===== src/rtl/pme_pkg.sv =====
`timescale 1ns / 1ps
package pme_pkg;

  localparam logic [31:0] SYNC_WORD   = 32'h7CD2_15D8;
  localparam logic [31:0] IDLE_WORD   = 32'h7A89_C197;
  localparam logic [31:0] BCH_GEN     = 32'hED20_0000;
  localparam logic [31:0] TOP_BIT     = 32'h8000_0000;
  localparam logic [4:0]  BATCH_LIMIT = 5'd16;
  localparam logic [4:0]  INFO_BITS   = 5'd21;
  localparam logic [4:0]  WORD_BITS   = 5'd20;
  localparam logic [3:0]  SPACE_CODE  = 4'h3;
  localparam logic [3:0]  LAST_SLOT   = 4'd15;
  localparam logic [5:0]  IDLEB_LEN   = 6'd16;
  localparam logic [5:0]  MASS_SYNC2  = 6'd17;
  localparam logic [5:0]  MASS_LEN    = 6'd33;

  typedef enum logic [1:0] {
    MODE_NONE  = 2'd0,
    MODE_NUM   = 2'd1,
    MODE_ALPHA = 2'd2
  } mode_t;

  typedef enum logic [3:0] {
    ST_IDLE, ST_SEAL, ST_START, ST_FEED, ST_PAD,
    ST_FILL, ST_PLACE, ST_MASS, ST_IDLEB, ST_FLUSH
  } state_t;

  // Numeric character to bit-reversed 4-bit code.
  function automatic logic [3:0] numeric_code(input logic [7:0] c);
    logic [3:0] v;
    if (c >= 8'h30 && c <= 8'h39) v = c[3:0];
    else if (c == 8'h55) v = 4'hB;
    else if (c == 8'h20) v = 4'hC;
    else if (c == 8'h2D) v = 4'hD;
    else if (c == 8'h29) v = 4'hE;
    else if (c == 8'h28) v = 4'hF;
    else v = 4'hC;
    return {v[0], v[1], v[2], v[3]};
  endfunction

endpackage


===== src/rtl/pocsag_message_encoder.sv =====
`timescale 1ns / 1ps
// Channel  | Ports                                               | Direction
// input    | in_valid/in_ready, in_operation .. in_last          | request in
// result   | out_valid/out_ready, out_codeword, out_last_res,    | request out
//          | out_truncated                                       |
// config   | cfg_we, cfg_wdata (max_batches)                     | write only
// One item is taken at a time; in_ready is high only while the sequencer idles.
// Each check word uses the shared BCH divider, one bit a cycle. A final item also adds
// padding, an alphanumeric terminator and idle fill. Results pass through a one-word
// hold and an output register; a stalled out_ready stops the sequencer without losing
// words. rst_n is synchronous.
module pocsag_message_encoder (
  input  logic        clk,
  input  logic        rst_n,
  input  logic        in_valid,
  output logic        in_ready,
  input  logic        in_operation,
  input  logic [20:0] in_address,
  input  logic [1:0]  in_function_code,
  input  logic [1:0]  in_message_kind,
  input  logic        in_mass_send,
  input  logic [7:0]  in_character,
  input  logic        in_last,
  output logic        out_valid,
  input  logic        out_ready,
  output logic [31:0] out_codeword,
  output logic        out_last_res,
  output logic        out_truncated,
  input  logic        cfg_we,
  input  logic [4:0]  cfg_wdata
);
  import pme_pkg::*;

  state_t      state_r, state_nxt, wret_r, wret_nxt;
  mode_t       mode_r, mode_nxt;
  logic [4:0]  maxb_r, maxb_nxt;
  logic [3:0]  slot_r, slot_nxt;
  logic [4:0]  batch_r, batch_nxt;
  logic [19:0] acc_r, acc_nxt;
  logic [4:0]  bcnt_r, bcnt_nxt;
  logic [31:0] held_r, held_nxt;
  logic [31:0] msg_r, msg_nxt;
  logic        massp_r, massp_nxt, massf_r, massf_nxt;
  logic        ovf_r, ovf_nxt, first_r, first_nxt;
  logic        fin_r, fin_nxt, term_r, term_nxt, mark_r, mark_nxt;
  logic        ret_word_r, ret_word_nxt;
  logic [2:0]  frm_r, frm_nxt;
  logic [6:0]  feed_r, feed_nxt;
  logic [2:0]  left_r, left_nxt;
  logic [5:0]  seq_r, seq_nxt;
  logic [31:0] sw_r, sw_nxt, sr_r, sr_nxt;
  logic [4:0]  scnt_r, scnt_nxt;
  logic [31:0] hold_r, hold_nxt;
  logic        hold_v_r, hold_v_nxt, hold_t_r, hold_t_nxt;
  logic        ov_r, ov_nxt, ol_r, ol_nxt, ot_r, ot_nxt;
  logic [31:0] ow_r, ow_nxt;

  logic        out_free, can_emit, emit_en;
  logic [31:0] emit_word, sealed_v, sealed, word_in;
  logic [4:0]  lim, ncnt;
  logic [19:0] nacc;
  logic [3:0]  nslot;
  logic [5:0]  start_end;

  // Effective batch limit.
  always_comb begin
    if (maxb_r == 5'd0) lim = 5'd1;
    else if (maxb_r > BATCH_LIMIT) lim = BATCH_LIMIT;
    else lim = maxb_r;
  end

  assign out_free  = !ov_r || out_ready;
  assign can_emit  = !hold_v_r || out_free;
  assign sealed_v  = sw_r | (sr_r >> 21);
  assign sealed    = {sealed_v[31:1], sealed_v[0] | (^sealed_v)};
  assign word_in   = TOP_BIT | {1'b0, nacc, 11'd0};
  assign nslot     = slot_r + 4'd1;
  assign start_end = {2'd0, frm_r, 1'b1};
  assign in_ready  = (state_r == ST_IDLE);
  assign out_valid = ov_r;
  assign out_codeword  = ow_r;
  assign out_last_res  = ol_r;
  assign out_truncated = ot_r;

  // Sequencer: next state, datapath and emission.
  always_comb begin
    state_nxt = state_r; wret_nxt = wret_r; mode_nxt = mode_r; maxb_nxt = maxb_r;
    slot_nxt = slot_r; batch_nxt = batch_r; acc_nxt = acc_r; bcnt_nxt = bcnt_r;
    held_nxt = held_r; msg_nxt = msg_r; massp_nxt = massp_r; massf_nxt = massf_r;
    ovf_nxt = ovf_r; first_nxt = first_r; fin_nxt = fin_r; term_nxt = term_r;
    mark_nxt = mark_r; ret_word_nxt = ret_word_r; frm_nxt = frm_r;
    feed_nxt = feed_r; left_nxt = left_r; seq_nxt = seq_r;
    sw_nxt = sw_r; sr_nxt = sr_r; scnt_nxt = scnt_r;
    hold_nxt = hold_r; hold_v_nxt = hold_v_r; hold_t_nxt = hold_t_r;
    ov_nxt = ov_r; ol_nxt = ol_r; ot_nxt = ot_r; ow_nxt = ow_r;
    emit_en = 1'b0; emit_word = IDLE_WORD;
    nacc = acc_r; ncnt = bcnt_r;

    if (cfg_we) maxb_nxt = cfg_wdata;
    if (ov_r && out_ready) ov_nxt = 1'b0;

    unique case (state_r)
      ST_IDLE: begin
        if (in_valid) begin
          mark_nxt = 1'b0; fin_nxt = in_last; term_nxt = 1'b0;
          if (!in_operation) begin
            acc_nxt = '0; bcnt_nxt = '0; ovf_nxt = 1'b0; massp_nxt = 1'b0;
            first_nxt = 1'b1; slot_nxt = '0; batch_nxt = '0; seq_nxt = '0;
            if (in_message_kind != MODE_NUM && in_message_kind != MODE_ALPHA) begin
              mode_nxt = MODE_NONE;
              state_nxt = ST_IDLEB;
            end else begin
              mode_nxt = mode_t'(in_message_kind);
              massf_nxt = in_mass_send;
              frm_nxt = in_address[2:0];
              sw_nxt = {1'b0, in_address[20:3], in_function_code, 11'd0};
              sr_nxt = {1'b0, in_address[20:3], in_function_code, 11'd0};
              scnt_nxt = '0; ret_word_nxt = 1'b0;
              state_nxt = ST_SEAL;
            end
          end else if (mode_r != MODE_NONE) begin
            if (mode_r == MODE_ALPHA) begin
              feed_nxt = in_character[6:0]; left_nxt = 3'd7;
            end else begin
              feed_nxt = {3'd0, numeric_code(in_character)}; left_nxt = 3'd1;
            end
            state_nxt = ST_FEED;
          end
        end
      end

      // Shared BCH divider: one bit per cycle, then dispatch on the result.
      ST_SEAL: begin
        if (scnt_r != INFO_BITS) begin
          sr_nxt = (sr_r[31] ? (sr_r ^ BCH_GEN) : sr_r) << 1;
          scnt_nxt = scnt_r + 5'd1;
        end else if (!ret_word_r) begin
          held_nxt = sealed;
          if (massf_r) begin
            massp_nxt = 1'b1; left_nxt = '0; state_nxt = ST_FEED;
          end else begin
            seq_nxt = '0; state_nxt = ST_START;
          end
        end else begin
          msg_nxt = sealed; acc_nxt = '0; bcnt_nxt = '0; first_nxt = 1'b0;
          seq_nxt = '0;
          if (massp_r) begin
            massp_nxt = 1'b0; state_nxt = ST_MASS;
          end else begin
            state_nxt = ST_PLACE;
          end
        end
      end

      // Sync word, idle words up to the pager's frame, then the address word.
      ST_START: begin
        if (can_emit) begin
          emit_en = 1'b1;
          if (seq_r == '0) emit_word = SYNC_WORD;
          else if (seq_r == start_end) emit_word = held_r;
          else emit_word = IDLE_WORD;
          seq_nxt = seq_r + 6'd1;
          if (seq_r == start_end) begin
            batch_nxt = 5'd1; slot_nxt = {frm_r, 1'b0};
            left_nxt = '0; state_nxt = ST_FEED;
          end
        end
      end

      // Pack character bits or a nibble into the word being built.
      ST_FEED: begin
        if (left_r != '0) begin
          left_nxt = left_r - 3'd1;
          if (mode_r != MODE_NONE) begin
            if (mode_r == MODE_NUM) begin
              nacc = {acc_r[15:0], feed_r[3:0]}; ncnt = bcnt_r + 5'd4;
            end else begin
              nacc = {acc_r[18:0], feed_r[0]}; ncnt = bcnt_r + 5'd1;
            end
            acc_nxt = nacc; bcnt_nxt = ncnt;
            feed_nxt = feed_r >> 1;
            if (ncnt >= WORD_BITS) begin
              sw_nxt = word_in; sr_nxt = word_in; scnt_nxt = '0;
              ret_word_nxt = 1'b1; wret_nxt = ST_FEED; state_nxt = ST_SEAL;
            end
          end
        end else if (fin_r && mode_r != MODE_NONE) begin
          if (mode_r == MODE_ALPHA && !term_r) begin
            feed_nxt = '0; left_nxt = 3'd7; term_nxt = 1'b1;
          end else begin
            state_nxt = ST_PAD;
          end
        end else begin
          state_nxt = ST_FLUSH;
        end
      end

      // Pad the final partial word (a numeric message with no word yet gets a full word of spaces).
      ST_PAD: begin
        if (mode_r == MODE_NONE) begin
          state_nxt = ST_FLUSH;
        end else if ((mode_r == MODE_NUM && (bcnt_r != '0 || first_r)) ||
                     (mode_r == MODE_ALPHA && bcnt_r != '0)) begin
          if (mode_r == MODE_NUM) begin
            nacc = {acc_r[15:0], SPACE_CODE}; ncnt = bcnt_r + 5'd4;
          end else begin
            nacc = {acc_r[18:0], 1'b0}; ncnt = bcnt_r + 5'd1;
          end
          acc_nxt = nacc; bcnt_nxt = ncnt;
          if (ncnt >= WORD_BITS) begin
            sw_nxt = word_in; sr_nxt = word_in; scnt_nxt = '0;
            ret_word_nxt = 1'b1; wret_nxt = ST_PAD; state_nxt = ST_SEAL;
          end
        end else begin
          seq_nxt = {2'd0, slot_r} + 6'd1;
          state_nxt = ST_FILL;
        end
      end

      // Idle words to the end of the batch.
      ST_FILL: begin
        if (seq_r < IDLEB_LEN) begin
          if (can_emit) begin
            emit_en = 1'b1; emit_word = IDLE_WORD; seq_nxt = seq_r + 6'd1;
          end
        end else begin
          mode_nxt = MODE_NONE; mark_nxt = 1'b1; state_nxt = ST_FLUSH;
        end
      end

      // Put a message word in the next slot, opening a batch if needed; drop it past the batch limit.
      ST_PLACE: begin
        if (seq_r != '0) begin
          if (can_emit) begin
            emit_en = 1'b1; emit_word = msg_r; slot_nxt = '0; state_nxt = wret_r;
          end
        end else if (ovf_r) begin
          state_nxt = wret_r;
        end else if (slot_r == LAST_SLOT) begin
          if (batch_r >= lim) begin
            ovf_nxt = 1'b1; state_nxt = wret_r;
          end else if (can_emit) begin
            emit_en = 1'b1; emit_word = SYNC_WORD;
            batch_nxt = batch_r + 5'd1; seq_nxt = 6'd1;
          end
        end else if (nslot == LAST_SLOT && batch_r >= lim) begin
          ovf_nxt = 1'b1; state_nxt = wret_r;
        end else if (can_emit) begin
          emit_en = 1'b1; emit_word = msg_r; slot_nxt = nslot; state_nxt = wret_r;
        end
      end

      // Mass send: eight frames of address and first word, then an idle batch.
      ST_MASS: begin
        if (can_emit) begin
          emit_en = 1'b1;
          if (seq_r == '0 || seq_r == MASS_SYNC2) emit_word = SYNC_WORD;
          else if (seq_r < MASS_SYNC2) emit_word = seq_r[0] ? held_r : msg_r;
          else emit_word = IDLE_WORD;
          seq_nxt = seq_r + 6'd1;
          if (seq_r == MASS_LEN) begin
            mode_nxt = MODE_NONE; mark_nxt = 1'b1; state_nxt = wret_r;
          end
        end
      end

      // Idle batch: sync plus sixteen idle words.
      ST_IDLEB: begin
        if (can_emit) begin
          emit_en = 1'b1;
          emit_word = (seq_r == '0) ? SYNC_WORD : IDLE_WORD;
          seq_nxt = seq_r + 6'd1;
          if (seq_r == IDLEB_LEN) begin
            mark_nxt = 1'b1; state_nxt = ST_FLUSH;
          end
        end
      end

      // Release the held word, flagged as final if the message ended.
      ST_FLUSH: begin
        if (!hold_v_r) begin
          state_nxt = ST_IDLE;
        end else if (out_free) begin
          ov_nxt = 1'b1; ow_nxt = hold_r; ol_nxt = mark_r; ot_nxt = hold_t_r;
          hold_v_nxt = 1'b0; state_nxt = ST_IDLE;
        end
      end

      default: state_nxt = ST_IDLE;
    endcase

    // One word stays held back so that the final one can be flagged.
    if (emit_en) begin
      if (hold_v_r) begin
        ov_nxt = 1'b1; ow_nxt = hold_r; ol_nxt = 1'b0; ot_nxt = hold_t_r;
      end
      hold_nxt = emit_word; hold_v_nxt = 1'b1; hold_t_nxt = ovf_r;
    end
  end

  // State registers.
  always_ff @(posedge clk) begin
    if (!rst_n) begin
      state_r <= ST_IDLE; wret_r <= ST_FEED; mode_r <= MODE_NONE;
      maxb_r <= 5'd4; slot_r <= '0; batch_r <= '0; acc_r <= '0; bcnt_r <= '0;
      held_r <= '0; massp_r <= 1'b0; massf_r <= 1'b0; ovf_r <= 1'b0;
      first_r <= 1'b0; fin_r <= 1'b0; term_r <= 1'b0; mark_r <= 1'b0;
      ret_word_r <= 1'b0; left_r <= '0; seq_r <= '0; scnt_r <= '0;
      hold_v_r <= 1'b0; ov_r <= 1'b0;
    end else begin
      state_r <= state_nxt; wret_r <= wret_nxt; mode_r <= mode_nxt;
      maxb_r <= maxb_nxt; slot_r <= slot_nxt; batch_r <= batch_nxt;
      acc_r <= acc_nxt; bcnt_r <= bcnt_nxt; held_r <= held_nxt;
      massp_r <= massp_nxt; massf_r <= massf_nxt; ovf_r <= ovf_nxt;
      first_r <= first_nxt; fin_r <= fin_nxt; term_r <= term_nxt;
      mark_r <= mark_nxt; ret_word_r <= ret_word_nxt; left_r <= left_nxt;
      seq_r <= seq_nxt; scnt_r <= scnt_nxt; hold_v_r <= hold_v_nxt;
      ov_r <= ov_nxt;
    end
  end

  // Payload registers.
  always_ff @(posedge clk) begin
    msg_r <= msg_nxt; frm_r <= frm_nxt; feed_r <= feed_nxt;
    sw_r <= sw_nxt; sr_r <= sr_nxt;
    hold_r <= hold_nxt; hold_t_r <= hold_t_nxt;
    ow_r <= ow_nxt; ol_r <= ol_nxt; ot_r <= ot_nxt;
  end

endmodule

===== config.mk =====
export PLATFORM = sky130hd
export DESIGN_NAME = pocsag_message_encoder
export DESIGN_NICKNAME = d
export VERILOG_FILES = /design/src/rtl/pme_pkg.sv /design/src/rtl/pocsag_message_encoder.sv
export SDC_FILE = /design/constraint.sdc
export NUM_CORES = 1
export LEC_CHECK = 0
export ABC_CLOCK_PERIOD_IN_PS = 3800
export BUFFER_PORTS_ARGS = -buffer_cell sky130_fd_sc_hd__buf_2
export CAP_MARGIN = 0
export CORE_MARGIN = 4
export CORE_UTILIZATION = 40
export DETAILED_ROUTE_END_ITERATION = 16
export GPL_TIMING_DRIVEN = 0
export PLACE_DENSITY = 0.64
export REMOVE_ABC_BUFFERS = 1
export SLEW_MARGIN = 20
export SYNTH_ARGS = -nofsm -noshare
export SYNTH_HDL_FRONTEND = slang
export SYNTH_SLANG_ARGS = --single-unit

===== constraint.sdc =====
create_clock -name clk -period 3.8 [get_ports clk]
set_clock_uncertainty 0.1 [all_clocks]
set_input_delay 0.19 -clock clk [delete_from_list [all_inputs] [get_ports clk]]
set_output_delay 0.19 -clock clk [all_outputs]
set_load 0.05 [all_outputs]

==> out/metrics.csv <==
metric,value,unit
outcome,"complete, no violations",
avgSynthCellArea,9.90,sq um
pwr-share-seq,39.6,%
synth-simple-area-share,16.5,%
yosys_register_bits,253,
required,4.10,ns
ys_seq_area_share,50.9,%
peakVddDrop,0.444,mV
hold_violations,0,
chipHeight,188,um
critPathBufInv,0,
postPlaceCellArea,13700,sq um
crit_family,simple AND/OR/NAND/NOR gates,
drive_gt1_share,14.1,%
synthXorXnorAreaFrac,3.59,%
setup_ws,0.266,ns
critPathCaptureType,flop,
cellInternalPower,6.98,mW
startpoint,state_r[0],
synth_ff_type,edfxtp_1,
nets,1475,
cts.root.buffer_cell,clkbuf_16,
cts_max_level,1,
critPathKind,reg -> reg,
cp.depth,7,
synth.distinct_cells,90,
ant_nets,0,
io_pins,82,
slew_violations,0,
timing.rr.start,state_r[0],
cp_cell_sequence,"and2b_1, nand3_1, a21oi_2, nor3b_1, a31oi_1, nor2_1, a22o_1",
min_period_over_period,93.0,%
finalWirelength,33300,um
drc,0,
grt_pass1_vias,9852,
core,31700,sq um
synthAdderAreaFrac,2.13,%
die_area,35200,sq um
p_sw,3.89,mW
path_clk_slew,0.06,ns
cts_tree,built,
path_max_fanout,27,
cp_slowest_cell,dfxtp_2,
rsz0062_at_grt,no,
muxShareOfSynthArea,5.56,%
gp_congestion,0.865,
yosysWarnings,0,
comb_power_share,35.9,%
final_cell_area,15200,sq um
reg2regPathDepth,7,
fin_setup_tns,0,ns
power.share.switching,35.8,%
max-slew-margin-rel,28.2,%
grt_overflow_total,0,
p_per_area,715,nW/um^2
diodes,0,
grt_pass1_wl,52900,um
antenna_found_initial,0,
synth_edf_count,151,
insertion_delay,0.54,ns
maxCapViolations,0,
drt_iter0_markers,662,
total_power,10.9,mW
cts_sinks,253,
endpoint,hold_r[24],
routedWlPerCell,18.2,um
max_freq,283,MHz
rows,65,
syn-cell-area,12900,sq um
place_ws,-0.467,ns
cp.arrival,3.83,ns
grt_max_degree,72,
min_delay_path_depth,4,
die_x,188,um
startpoint_type,flop,
min_period,3.53,ns
power_frac_clock,24.5,%
portBuffers,81,
area_growth,17.5,%
drt-pass1-iter-count,5,
setup_violations,0,
p_leak,5.44,nW
cts_buffers,29,
reg2reg_setup_slack,0.27,ns
track_usage,18.0,%
tightestPinTransition,1.08,ns
hpwl,22500,um
synthCells,1305,
initial_core_util,40.7,%
cts_buffer_depth,3,
cp_slowest_stage_delay,0.66,ns
r2r_end,hold_r[24],
via_per_inst,5.64,
async_flop_share,0,%
hp-class,in -> reg,
synth_compound_area_share,17.4,%
synth_top_family_by_area,compound AO/OA/AOI/OAI gates,
vias,10300,
==> worst reg2reg max path: stages, from the launching register on <==
cell and delay (ns):
dfxtp_2 0.66, and2b_1 0.24, nand3_1 0.55, a21oi_2 0.66
nor3b_1 0.24, a31oi_1 0.07, nor2_1 0.64, a22o_1 0.25
==> through the flow <==
step / hold slack, ns / utilization, % / std cells
global route: 0.0463 / 47.9 / 1830
global placement: 0.275 / 42.3 / 1709
CTS: 0.000390 / 47.6 / 1823
detailed placement: 0.276 / 43.3 / 1726
finish: 0.0306 / 47.9 / 1830
floorplan: 0.152 / - / 1226
==> cell usage in the layout, fill, tap and decap left out, types with 25 or more instances in the layout <==
master and instances:
nor2_1 117, dlygate4sd3_1 45, mux2i_1 59, nand3_1 29
dfxtp_1 97, nand2_1 146, xnor2_1 40, buf_2 83
o21ai_0 97, and2_1 36, edfxtp_1 151, clkbuf_16 29
a21oi_1 133, inv_1 25
==> worst min-delay path by stage <==
stage / start / to / slack [ns]
2_1_floorplan: rst_n / maxb_r[2] / 0.15
3_3_place_gp: in_address[2] / frm_r[2] / 0.27
3_5_place_dp: in_address[0] / frm_r[0] / 0.28
4_1_cts: in_message_kind[1] / mode_r[1] / 0.0004
5_1_grt: rst_n / maxb_r[2] / 0.05
6_report: in_message_kind[1] / mode_r[1] / 0.03
==> routing by layer <==
| layer | vias to the layer above | GRT usage [%] | routed length [um] |
|---|---|---|---|
| met5 | - | 0 | 0 |
| met4 | 0 | 5.00 | 952 |
| met3 | 66 | 2.33 | 1750 |
| met2 | 334 | 29.6 | 15600 |
| met1 | 4960 | 25.2 | 15000 |
| li1 | 4961 | - | - |
==> repair_timing <==
| item | in CTS | in global routing |
|---|---|---|
| endpoints found under the hold margin | 59 | 0 |
| setup buffers | 0 | 6 |
| resized for setup | 5 | 5 |
| cloned | 0 | 1 |
| hold buffers | 45 | 0 |
| pin swaps | 1 | 1 |
| endpoints found under the setup margin | 114 | 111 |
==> cell usage after synthesis, drive strengths merged (10+ instances only) <==
master,count,area (sq um)
edfxtp,151,4530
dfxtp,102,2040
xnor2,40,350
nand4b,10,87.6
nor3,20,116
o22ai,14,87.6
o221ai,11,96.3
a21o,20,153
nand3,30,150
mux2,11,128
o21ai,99,495
inv,28,105
and3,10,63.8
nor2,119,449
a21oi,136,688
ha,22,275
nand2,147,554
and2,37,231
xor2,13,114
mux2i,59,591
clkbuf,58,268
buf,21,131
==> cell type report <==
cell class | instances | area [sq um]
clock buffer | 41 | 771
clock inverter | 11 | 130
fill | 3001 | 16500
inverter | 28 | 111
multi-input combinational | 946 | 5950
sequential | 253 | 6580
tap | 402 | 503
timing repair buffer | 149 | 1130
==> cell families after synthesis <==
family / count (synthesis)
AOI/OAI and AO/OA: 365
xor gates and xnor gates: 53
adders and majority gates: 22
buffers and inverters: 107
DFF: 253
muxes: 70
and+or+nand+nor: 435
==> power groups by stage <==
stage,sequential [mW],clock [mW],combinational (mW)
floorplan,4.39,0,2.51
global placement,4.38,0,3.43
detailed placement,4.34,0,3.71
CTS,4.29,2.73,3.79
global route,4.36,2.83,4.24
finish,4.30,2.67,3.90
Note: power is estimated with default switching activity, not from simulation.
